--- src/rtl/drrpg_pkg.sv ---
// Shared types and constants for the dual round-robin pulse generator.
`default_nettype none

package drrpg_pkg;

    // Pulse length counters are as wide as the length fields.
    localparam int C_LEN_WIDTH   = 24;
    localparam int C_COUNT_WIDTH = C_LEN_WIDTH;
    localparam int C_LED_WIDTH   = 16;

    localparam logic [C_LED_WIDTH-1:0] C_LED_RESET = C_LED_WIDTH'(480);

    typedef logic [C_COUNT_WIDTH-1:0] t_count;
    typedef logic [C_LED_WIDTH-1:0]   t_led_count;

    typedef struct packed {
        logic                   clock_rise;
        logic                   clock_mult_rise;
        logic                   pulse_in1_patched;
        logic                   pulse_in2_patched;
        logic                   ext_pulse1;
        logic                   ext_pulse2;
        logic                   out1_enable;
        logic                   out2_enable;
        logic [C_LEN_WIDTH-1:0] main_length;
        logic [C_LEN_WIDTH-1:0] divide_length;
    } t_in_item;

    typedef struct packed {
        logic out1_level;
        logic out2_level;
        logic led1_level;
        logic led2_level;
        logic advance_main;
        logic advance_divide;
    } t_out_item;

endpackage

`default_nettype wire

--- src/rtl/drrpg_if.sv ---
// Valid/ready channel interfaces for input words, result words and config writes.
`default_nettype none

interface drrpg_in_if import drrpg_pkg::*; ();
    logic     valid;
    logic     ready;
    t_in_item item;

    modport source (output valid, output item, input ready);
    modport sink   (input valid, input item, output ready);
endinterface

interface drrpg_out_if import drrpg_pkg::*; ();
    logic      valid;
    logic      ready;
    t_out_item item;

    modport source (output valid, output item, input ready);
    modport sink   (input valid, input item, output ready);
endinterface

interface drrpg_cfg_if import drrpg_pkg::*; ();
    logic       valid;
    logic       ready;
    t_led_count data;

    modport source (output valid, output data, input ready);
    modport sink   (input valid, input data, output ready);
endinterface

`default_nettype wire

--- src/rtl/dual_round_robin_pulse_generator.sv ---
// Top level: input register, channel update core, result register, LED length register.
//
//  Channel   Direction  Payload                               Accepted when
//  i_in      sink       one tick: clock edges, pulses, lengths valid & ready
//  o_out     source     levels and advance strobes            valid & ready
//  i_cfg     sink       LED pulse length (16 bits)            valid & ready
//
// Each word goes through the input register, then the result register. One word
// per cycle is sustained while results are taken, limited by one core update step.
// Reset (synchronous, active low) clears all channel state and sets the LED
// length to 480. A stalled result holds its register; the input register still
// takes one more word, then input ready drops until the result drains.
`default_nettype none

module dual_round_robin_pulse_generator import drrpg_pkg::*; (
    input wire logic     i_clk,
    input wire logic     i_rst_n,
    drrpg_in_if.sink     i_in,
    drrpg_out_if.source  o_out,
    drrpg_cfg_if.sink    i_cfg
);

    logic       r_in_valid;
    t_in_item   r_in_item;
    logic       r_out_valid;
    t_out_item  r_out_item;
    t_led_count r_led_ticks;
    logic       step;
    t_out_item  result;

    assign step        = r_in_valid & (~r_out_valid | o_out.ready);
    assign i_in.ready  = ~r_in_valid | step;
    assign i_cfg.ready = 1'b1;
    assign o_out.valid = r_out_valid;
    assign o_out.item  = r_out_item;

    drrpg_core u_core (
        .i_clk       (i_clk),
        .i_rst_n     (i_rst_n),
        .i_step      (step),
        .i_item      (r_in_item),
        .i_led_ticks (r_led_ticks),
        .o_result    (result)
    );

    always_ff @(posedge i_clk) begin
        if (!i_rst_n) begin
            r_in_valid  <= 1'b0;
            r_out_valid <= 1'b0;
            r_led_ticks <= C_LED_RESET;
        end else begin
            if (i_in.ready) begin
                r_in_valid <= i_in.valid;
            end
            if (step) begin
                r_out_valid <= 1'b1;
            end else if (o_out.ready) begin
                r_out_valid <= 1'b0;
            end
            if (i_cfg.valid) begin
                r_led_ticks <= i_cfg.data;
            end
        end
    end

    always_ff @(posedge i_clk) begin
        if (i_in.valid && i_in.ready) begin
            r_in_item <= i_in.item;
        end
        if (step) begin
            r_out_item <= result;
        end
    end

    // Only one channel is served per word, so both strobes never show together.
    a_one_strobe: assert property (@(posedge i_clk) disable iff (!i_rst_n)
        r_out_valid |-> !(r_out_item.advance_main && r_out_item.advance_divide))
        else $error("both advance strobes in one result word");

    a_step_result: assert property (@(posedge i_clk) disable iff (!i_rst_n)
        step |=> r_out_valid)
        else $error("processed word produced no result");

    a_hold_input: assert property (@(posedge i_clk) disable iff (!i_rst_n)
        (r_in_valid && !step) |=> (r_in_valid && $stable(r_in_item)))
        else $error("waiting input word lost or changed");

    a_no_overwrite: assert property (@(posedge i_clk) disable iff (!i_rst_n)
        (r_out_valid && !o_out.ready) |=> (r_out_valid && $stable(r_out_item)))
        else $error("stalled result word overwritten");

endmodule

`default_nettype wire

--- src/rtl/drrpg_core.sv ---
// Channel state and one-tick update: pending triggers, service toggle, countdowns.
`default_nettype none

module drrpg_core import drrpg_pkg::*; (
    input  wire logic       i_clk,
    input  wire logic       i_rst_n,
    input  wire logic       i_step,
    input  wire t_in_item   i_item,
    input  wire t_led_count i_led_ticks,
    output t_out_item       o_result
);

    logic       r_serve_first, n_serve_first;
    logic       r_pend1, n_pend1;
    logic       r_pend2, n_pend2;
    t_count     r_out_cnt1, n_out_cnt1;
    t_count     r_out_cnt2, n_out_cnt2;
    t_led_count r_led_cnt1, n_led_cnt1;
    t_led_count r_led_cnt2, n_led_cnt2;
    logic [3:0] r_active, n_active;
    logic [3:0] r_level, n_level;

    logic       trig1, trig2;
    logic       fire1, fire2;
    logic       load1, load2;
    t_count     len1, len2;
    t_led_count led_len;

    // Counter with load, then one decrement on its service slot.
    // Bit 0 of the returned value is the new active flag, bit 1 the new level, the rest the count.
    function automatic logic [C_COUNT_WIDTH+1:0] step_out(
        input logic   serve, input logic load, input t_count load_val,
        input logic   load_lvl, input t_count cnt, input logic act, input logic lvl);
        t_count c;
        logic   a;
        logic   l;
        c = load ? load_val : cnt;
        a = act | load;
        l = load ? load_lvl : lvl;
        if (serve && a) begin
            c = c - t_count'(1);
            if (c == '0) begin
                a = 1'b0;
                l = 1'b0;
            end
        end
        return {c, l, a};
    endfunction

    function automatic logic [C_LED_WIDTH+1:0] step_led(
        input logic       serve, input logic load, input t_led_count load_val,
        input logic       load_lvl, input t_led_count cnt, input logic act, input logic lvl);
        t_led_count c;
        logic       a;
        logic       l;
        c = load ? load_val : cnt;
        a = act | load;
        l = load ? load_lvl : lvl;
        if (serve && a) begin
            c = c - t_led_count'(1);
            if (c == '0) begin
                a = 1'b0;
                l = 1'b0;
            end
        end
        return {c, l, a};
    endfunction

    always_comb begin
        trig1 = r_pend1 | (i_item.clock_rise & ~i_item.pulse_in1_patched) | i_item.ext_pulse1;
        trig2 = r_pend2 | (i_item.clock_mult_rise & ~i_item.pulse_in2_patched)
              | i_item.ext_pulse2;
        fire1 = r_serve_first & trig1;
        fire2 = ~r_serve_first & trig2;
        // Channel 1 loads only when enabled; channel 2 always reloads.
        load1 = fire1 & i_item.out1_enable;
        load2 = fire2;
        // A length of zero counts as one slot.
        len1    = (i_item.main_length == '0) ? t_count'(1) : t_count'(i_item.main_length);
        len2    = (i_item.divide_length == '0) ? t_count'(1) : t_count'(i_item.divide_length);
        led_len = (i_led_ticks == '0) ? t_led_count'(1) : i_led_ticks;

        n_serve_first = ~r_serve_first;
        n_pend1       = r_serve_first ? 1'b0 : trig1;
        n_pend2       = r_serve_first ? trig2 : 1'b0;

        {n_out_cnt1, n_level[0], n_active[0]} = step_out(r_serve_first, load1, len1, 1'b1,
            r_out_cnt1, r_active[0], r_level[0]);
        {n_led_cnt1, n_level[1], n_active[1]} = step_led(r_serve_first, load1, led_len, 1'b1,
            r_led_cnt1, r_active[1], r_level[1]);
        {n_out_cnt2, n_level[2], n_active[2]} = step_out(~r_serve_first, load2, len2,
            i_item.out2_enable, r_out_cnt2, r_active[2], r_level[2]);
        {n_led_cnt2, n_level[3], n_active[3]} = step_led(~r_serve_first, load2, led_len,
            i_item.out2_enable, r_led_cnt2, r_active[3], r_level[3]);

        o_result.out1_level     = n_level[0];
        o_result.led1_level     = n_level[1];
        o_result.out2_level     = n_level[2];
        o_result.led2_level     = n_level[3];
        o_result.advance_main   = fire1;
        o_result.advance_divide = fire2;
    end

    always_ff @(posedge i_clk) begin
        if (!i_rst_n) begin
            r_serve_first <= 1'b0;
            r_pend1       <= 1'b0;
            r_pend2       <= 1'b0;
            r_out_cnt1    <= '0;
            r_out_cnt2    <= '0;
            r_led_cnt1    <= '0;
            r_led_cnt2    <= '0;
            r_active      <= '0;
            r_level       <= '0;
        end else if (i_step) begin
            r_serve_first <= n_serve_first;
            r_pend1       <= n_pend1;
            r_pend2       <= n_pend2;
            r_out_cnt1    <= n_out_cnt1;
            r_out_cnt2    <= n_out_cnt2;
            r_led_cnt1    <= n_led_cnt1;
            r_led_cnt2    <= n_led_cnt2;
            r_active      <= n_active;
            r_level       <= n_level;
        end
    end

endmodule

`default_nettype wire

--- src/flat_wrapper.sv ---
// flat-port wrapper written by rule: the top's interface ports become plain ports
module dual_round_robin_pulse_generator_flat import drrpg_pkg::*;
  (i_clk, i_rst_n, i_in_valid, i_in_item, i_in_ready, o_out_valid, o_out_item, o_out_ready, i_cfg_valid, i_cfg_data, i_cfg_ready);
  drrpg_in_if i_in_i ();
  drrpg_out_if o_out_i ();
  drrpg_cfg_if i_cfg_i ();
  input wire logic i_clk;
  input wire logic i_rst_n;
  input wire logic [$bits(i_in_i.valid)-1:0] i_in_valid;
  input wire logic [$bits(i_in_i.item)-1:0] i_in_item;
  output wire logic [$bits(i_in_i.ready)-1:0] i_in_ready;
  output wire logic [$bits(o_out_i.valid)-1:0] o_out_valid;
  output wire logic [$bits(o_out_i.item)-1:0] o_out_item;
  input wire logic [$bits(o_out_i.ready)-1:0] o_out_ready;
  input wire logic [$bits(i_cfg_i.valid)-1:0] i_cfg_valid;
  input wire logic [$bits(i_cfg_i.data)-1:0] i_cfg_data;
  output wire logic [$bits(i_cfg_i.ready)-1:0] i_cfg_ready;
  assign i_in_i.valid = i_in_valid;
  assign i_in_i.item = i_in_item;
  assign i_in_ready = i_in_i.ready;
  assign o_out_valid = o_out_i.valid;
  assign o_out_item = o_out_i.item;
  assign o_out_i.ready = o_out_ready;
  assign i_cfg_i.valid = i_cfg_valid;
  assign i_cfg_i.data = i_cfg_data;
  assign i_cfg_ready = i_cfg_i.ready;
  dual_round_robin_pulse_generator u_core (.i_clk(i_clk), .i_rst_n(i_rst_n), .i_in(i_in_i), .o_out(o_out_i), .i_cfg(i_cfg_i));
endmodule
--- config.mk ---
export PLATFORM = sky130hd
export DESIGN_NAME = dual_round_robin_pulse_generator_flat
export DESIGN_NICKNAME = d
export VERILOG_FILES = /design/src/rtl/drrpg_pkg.sv /design/src/rtl/drrpg_if.sv /design/src/rtl/dual_round_robin_pulse_generator.sv /design/src/rtl/drrpg_core.sv /design/src/flat_wrapper.sv
export SDC_FILE = /design/constraint.sdc
export NUM_CORES = 1
export LEC_CHECK = 0
export BUFFER_PORTS_ARGS = -buffer_cell sky130_fd_sc_hd__buf_2
export CAP_MARGIN = 15
export CORE_UTILIZATION = 50
export CTS_BUF_LIST = sky130_fd_sc_hd__clkbuf_4 sky130_fd_sc_hd__clkbuf_8
export CTS_CLUSTER_SIZE = 25
export DETAILED_ROUTE_END_ITERATION = 6
export PLACE_DENSITY = 0.71
export REMOVE_ABC_BUFFERS = 1
export SETUP_SLACK_MARGIN = 0.1
export SLEW_MARGIN = 20
export SYNTH_ARGS = -nofsm -noshare
export SYNTH_HDL_FRONTEND = slang
export SYNTH_SLANG_ARGS = --single-unit
--- constraint.sdc ---
create_clock -name i_clk -period 4.3 [get_ports i_clk]
set_clock_uncertainty 0.15 [all_clocks]
set_input_delay 0 -clock i_clk [delete_from_list [all_inputs] [get_ports i_clk]]
set_output_delay 0 -clock i_clk [all_outputs]
set_load 0.005 [all_outputs]
==> impl_metrics.toml <==
[drt]
wl_per_cell_um = 18.1
vias = 10000
detail-route-antenna-nets = 0
first_pass_iters = 6
via_per_inst = 6.16
wirelength_mm = 29.4
drc = 0
drt-initial-drc-count = 1056

[cts]
worstSkewPairLatency_ps = 480
cts_tree = "built"
clock_tree.buffer_depth = 2
clk_pin_slew_ps = 100
htreeDepth = 4
cts.sinks = 171
root_buffer = "clkbuf_8"
cts_made_buffers = 17

[synthesis]
synth_top_area_share_pct = 21.7
yosys.area.top_type = "dfxtp_1"
yosysWarnings = 0
synthFlopType = "dfxtp_1"
synthCells = 1207
synth_cell_types = 75
ys_seq_area_share_pct = 40.2
synth_edf_count = 62
synth.avg_cell_area_um2 = 8.33
ys_seq_elements = 171
synthTopCellsByArea = "dfxtp_1 22%, edfxtp_1 19%, mux2i_1 6.2%, nand2_1 5.4%, nor2_1 4.9%"
async_flop_share_pct = 0
synth_area_um2 = 10100

[place]
dp_hpwl_mm = 18.9
place.gp.congestion = 0.987
port_buffers = 84

[pwr]
combPwrFrac_pct = 23.5
p_sw_share_pct = 32.4
p_leak_nw = 4.39
p_int_w = 0.00276
seqPwrFrac_pct = 45.7
pwr-share-clk_pct = 30.8
switchingPower_w = 0.00132
ir_drop_uv = 305
powerDensity_nw_per_um2 = 338

[die]
die_w_um = 144
initial_core_util_pct = 51.3
coreArea_um2 = 19600
die_h_um = 144
die_area_um2 = 20700
rows = 51
pin_count = 86

[sta]
setup-violations-final = 0
rsz0062_at_grt = "no"
holdWs_ps = 66.0
tightest_slew_ps = 769
final.min_clock_period_ps = 3780
slew_headroom_pct = 48.5
timing.final.hold_violations = 0
finalMaxSlewViolations = 0
period_share_pct = 88.0
max_clock_freq_ghz = 0.264

[run]
cap_violations = 0

[final_layout]
nNetsFinal = 1433
antenna_cells = 0
drive_gt1_share_pct = 12.7
nFillCells = 1681
final_core_util_pct = 61.7
area_delta_synth_final_pct = 20.2

[global_routing]
grt_max_degree = 80
grtUsageTotal_pct = 28.8
grt_pass1_wl_mm = 46.7
grt_pass1_vias = 9191
antenna_found_initial = 0
overflow = 0

[setup_path]
path_class = "flip-flop to flip-flop"
startpoint_type = "flip-flop"
crit_fanout = 13
cp_data_arrival_time_ps = 3850
critical_path_required_ps = 4370
worstSetupEndpointType = "flip-flop"

[status]
status = "finished clean"

[hold_path]
hp-class = "input pin to flip-flop"
[cell usage after synthesis, drive strengths merged (16+ instances only)]
master and number:
o21ai 88, a21oi 90, nor4 32, dfxtp 109
nand3 35, a31oi 33, xor2 20, buf 27
nand2 145, nor2 130, nand4 16, or3 17
xnor2 16, mux2i 63, nor3 52, edfxtp 62
clkbuf 51
[stage by stage]
step / instances / total power [W] / area, um2 / TNS (ps) / worst slack, ps
after detailed placement: 1502 / 0.00276 / 10700 / 0 / 470
final: 1630 / 0.00409 / 12100 / 0 / 517
after global placement: 1502 / 0.00274 / 10700 / 0 / 555
after floorplan: 1129 / 0.00250 / 9730 / -30980 / -1420
after global routing: 1630 / 0.00427 / 12100 / 0 / 124
after CTS: 1630 / 0.00408 / 12100 / 0 / 451
[flip-flops by register name, indices dropped and copies added, names as in the netlist]
register                     count
u_core.u_core.r_out_cnt2        24
u_core.r_in_valid                1
u_core.u_core.r_level            4
u_core.r_in_item                56
u_core.u_core.r_serve_first      1
u_core.u_core.r_led_cnt2        16
u_core.u_core.r_pend2            1
u_core.u_core.r_active           4
u_core.u_core.r_led_cnt1        16
u_core.o_out.item                6
u_core.o_out.valid               1
u_core.u_core.r_pend1            1
u_core.r_led_ticks              16
u_core.u_core.r_out_cnt1        24
[routing by layer]
layer  part of all wire (%)  wire [um]  GRT usage [%]
met4                    1.8        529           9.24
met1                     45      13300           38.8
met5                      0          0              0
met3                    6.9       2040           5.10
met2                     46      13600           46.8
[worst max-delay path, stage by stage, from the launching register on]
cell and delay, ps:
dfxtp_1 400, nor4_1 360, and3_1 290, a21oi_1 130, o21ai_1 270, inv_1 80, ha_1 370, nor3b_1 220
xor2_1 150, nand2_1 70, o21ai_0 110, a2111oi_1 390, nand4b_1 170, nor4_2 310, nor2_1 70
[path summary, 6_finish.rpt]
path | startpoint | to | slack [ps] | depth (start not counted)
setup / recovery | u_core.r_led_ticks[9] | u_core.o_out.item[3] | 520 | 14
hold / removal | i_in_item[23] | u_core.r_in_item[23] | 70 | 2
setup reg to reg | u_core.r_led_ticks[9] | u_core.o_out.item[3] | 520 | 14
hold reg to reg | u_core.u_core.r_led_cnt2[14] | u_core.u_core.r_led_cnt2[14] | 320 | 2
[layout by cell type, fill, tap and decap left out, drive strengths merged, types with 16 or more instances in the layout]
cell type,synthesis,layout
a21oi,90,90
a31oi,33,33
buf,27,108
clkbuf,51,18
dfxtp,109,109
dlygate4sd3,0,96
edfxtp,62,62
inv,14,20
mux2i,63,63
nand2,145,145
nand3,35,35
nand4,16,16
nor2,130,130
nor3,52,52
nor4,32,32
o21ai,88,88
or3,17,17
xnor2,16,16
xor2,20,20
[cell families (layout without fill, tap and decap cells)]
group / count (synthesis) / after routing / share of synthesized area, %
AOI/OAI and AO/OA: 331 / 331 / 20.9
xor gates and xnor gates: 36 / 36 / 3.14
DFF: 171 / 171 / 40.2
other: 1 / 1 / 0.0373
and+or+nand+nor: 497 / 497 / 23.9
adders and majority gates: 4 / 4 / 0.498
buffers and inverters: 93 / 251 / 3.72
muxes: 74 / 74 / 7.63
[timing repair]
item / 4_1_cts / 5_1_grt
hold buffers: 96 / 0
setup buffers: 0 / 0
setup endpoints to repair: 0 / 3
gates resized for setup: 0 / 2
hold endpoints to repair: 86 / 0
[power by group through the flow]
stage / clock network [W] / registers [W] / logic, W
after global placement: 0 / 0.00190 / 0.000847
after global routing: 0.00134 / 0.00188 / 0.00105
after CTS: 0.00128 / 0.00186 / 0.000937
after detailed placement: 0 / 0.00190 / 0.000859
after floorplan: 0 / 0.00187 / 0.000624
final: 0.00126 / 0.00187 / 0.000960
[cell type report]
type	instances	area [um2]	share of cell area, %
inverters	15	56.3	0.466
clock inverters	14	184	1.52
flip-flops and latches	171	4040	33.5
well taps	265	332	2.74
repair buffers	204	1570	13.0
multi-input cells	943	5650	46.8
clock buffers	18	241	2.00
No activity file was read; power rests on OpenSTA's default activity.
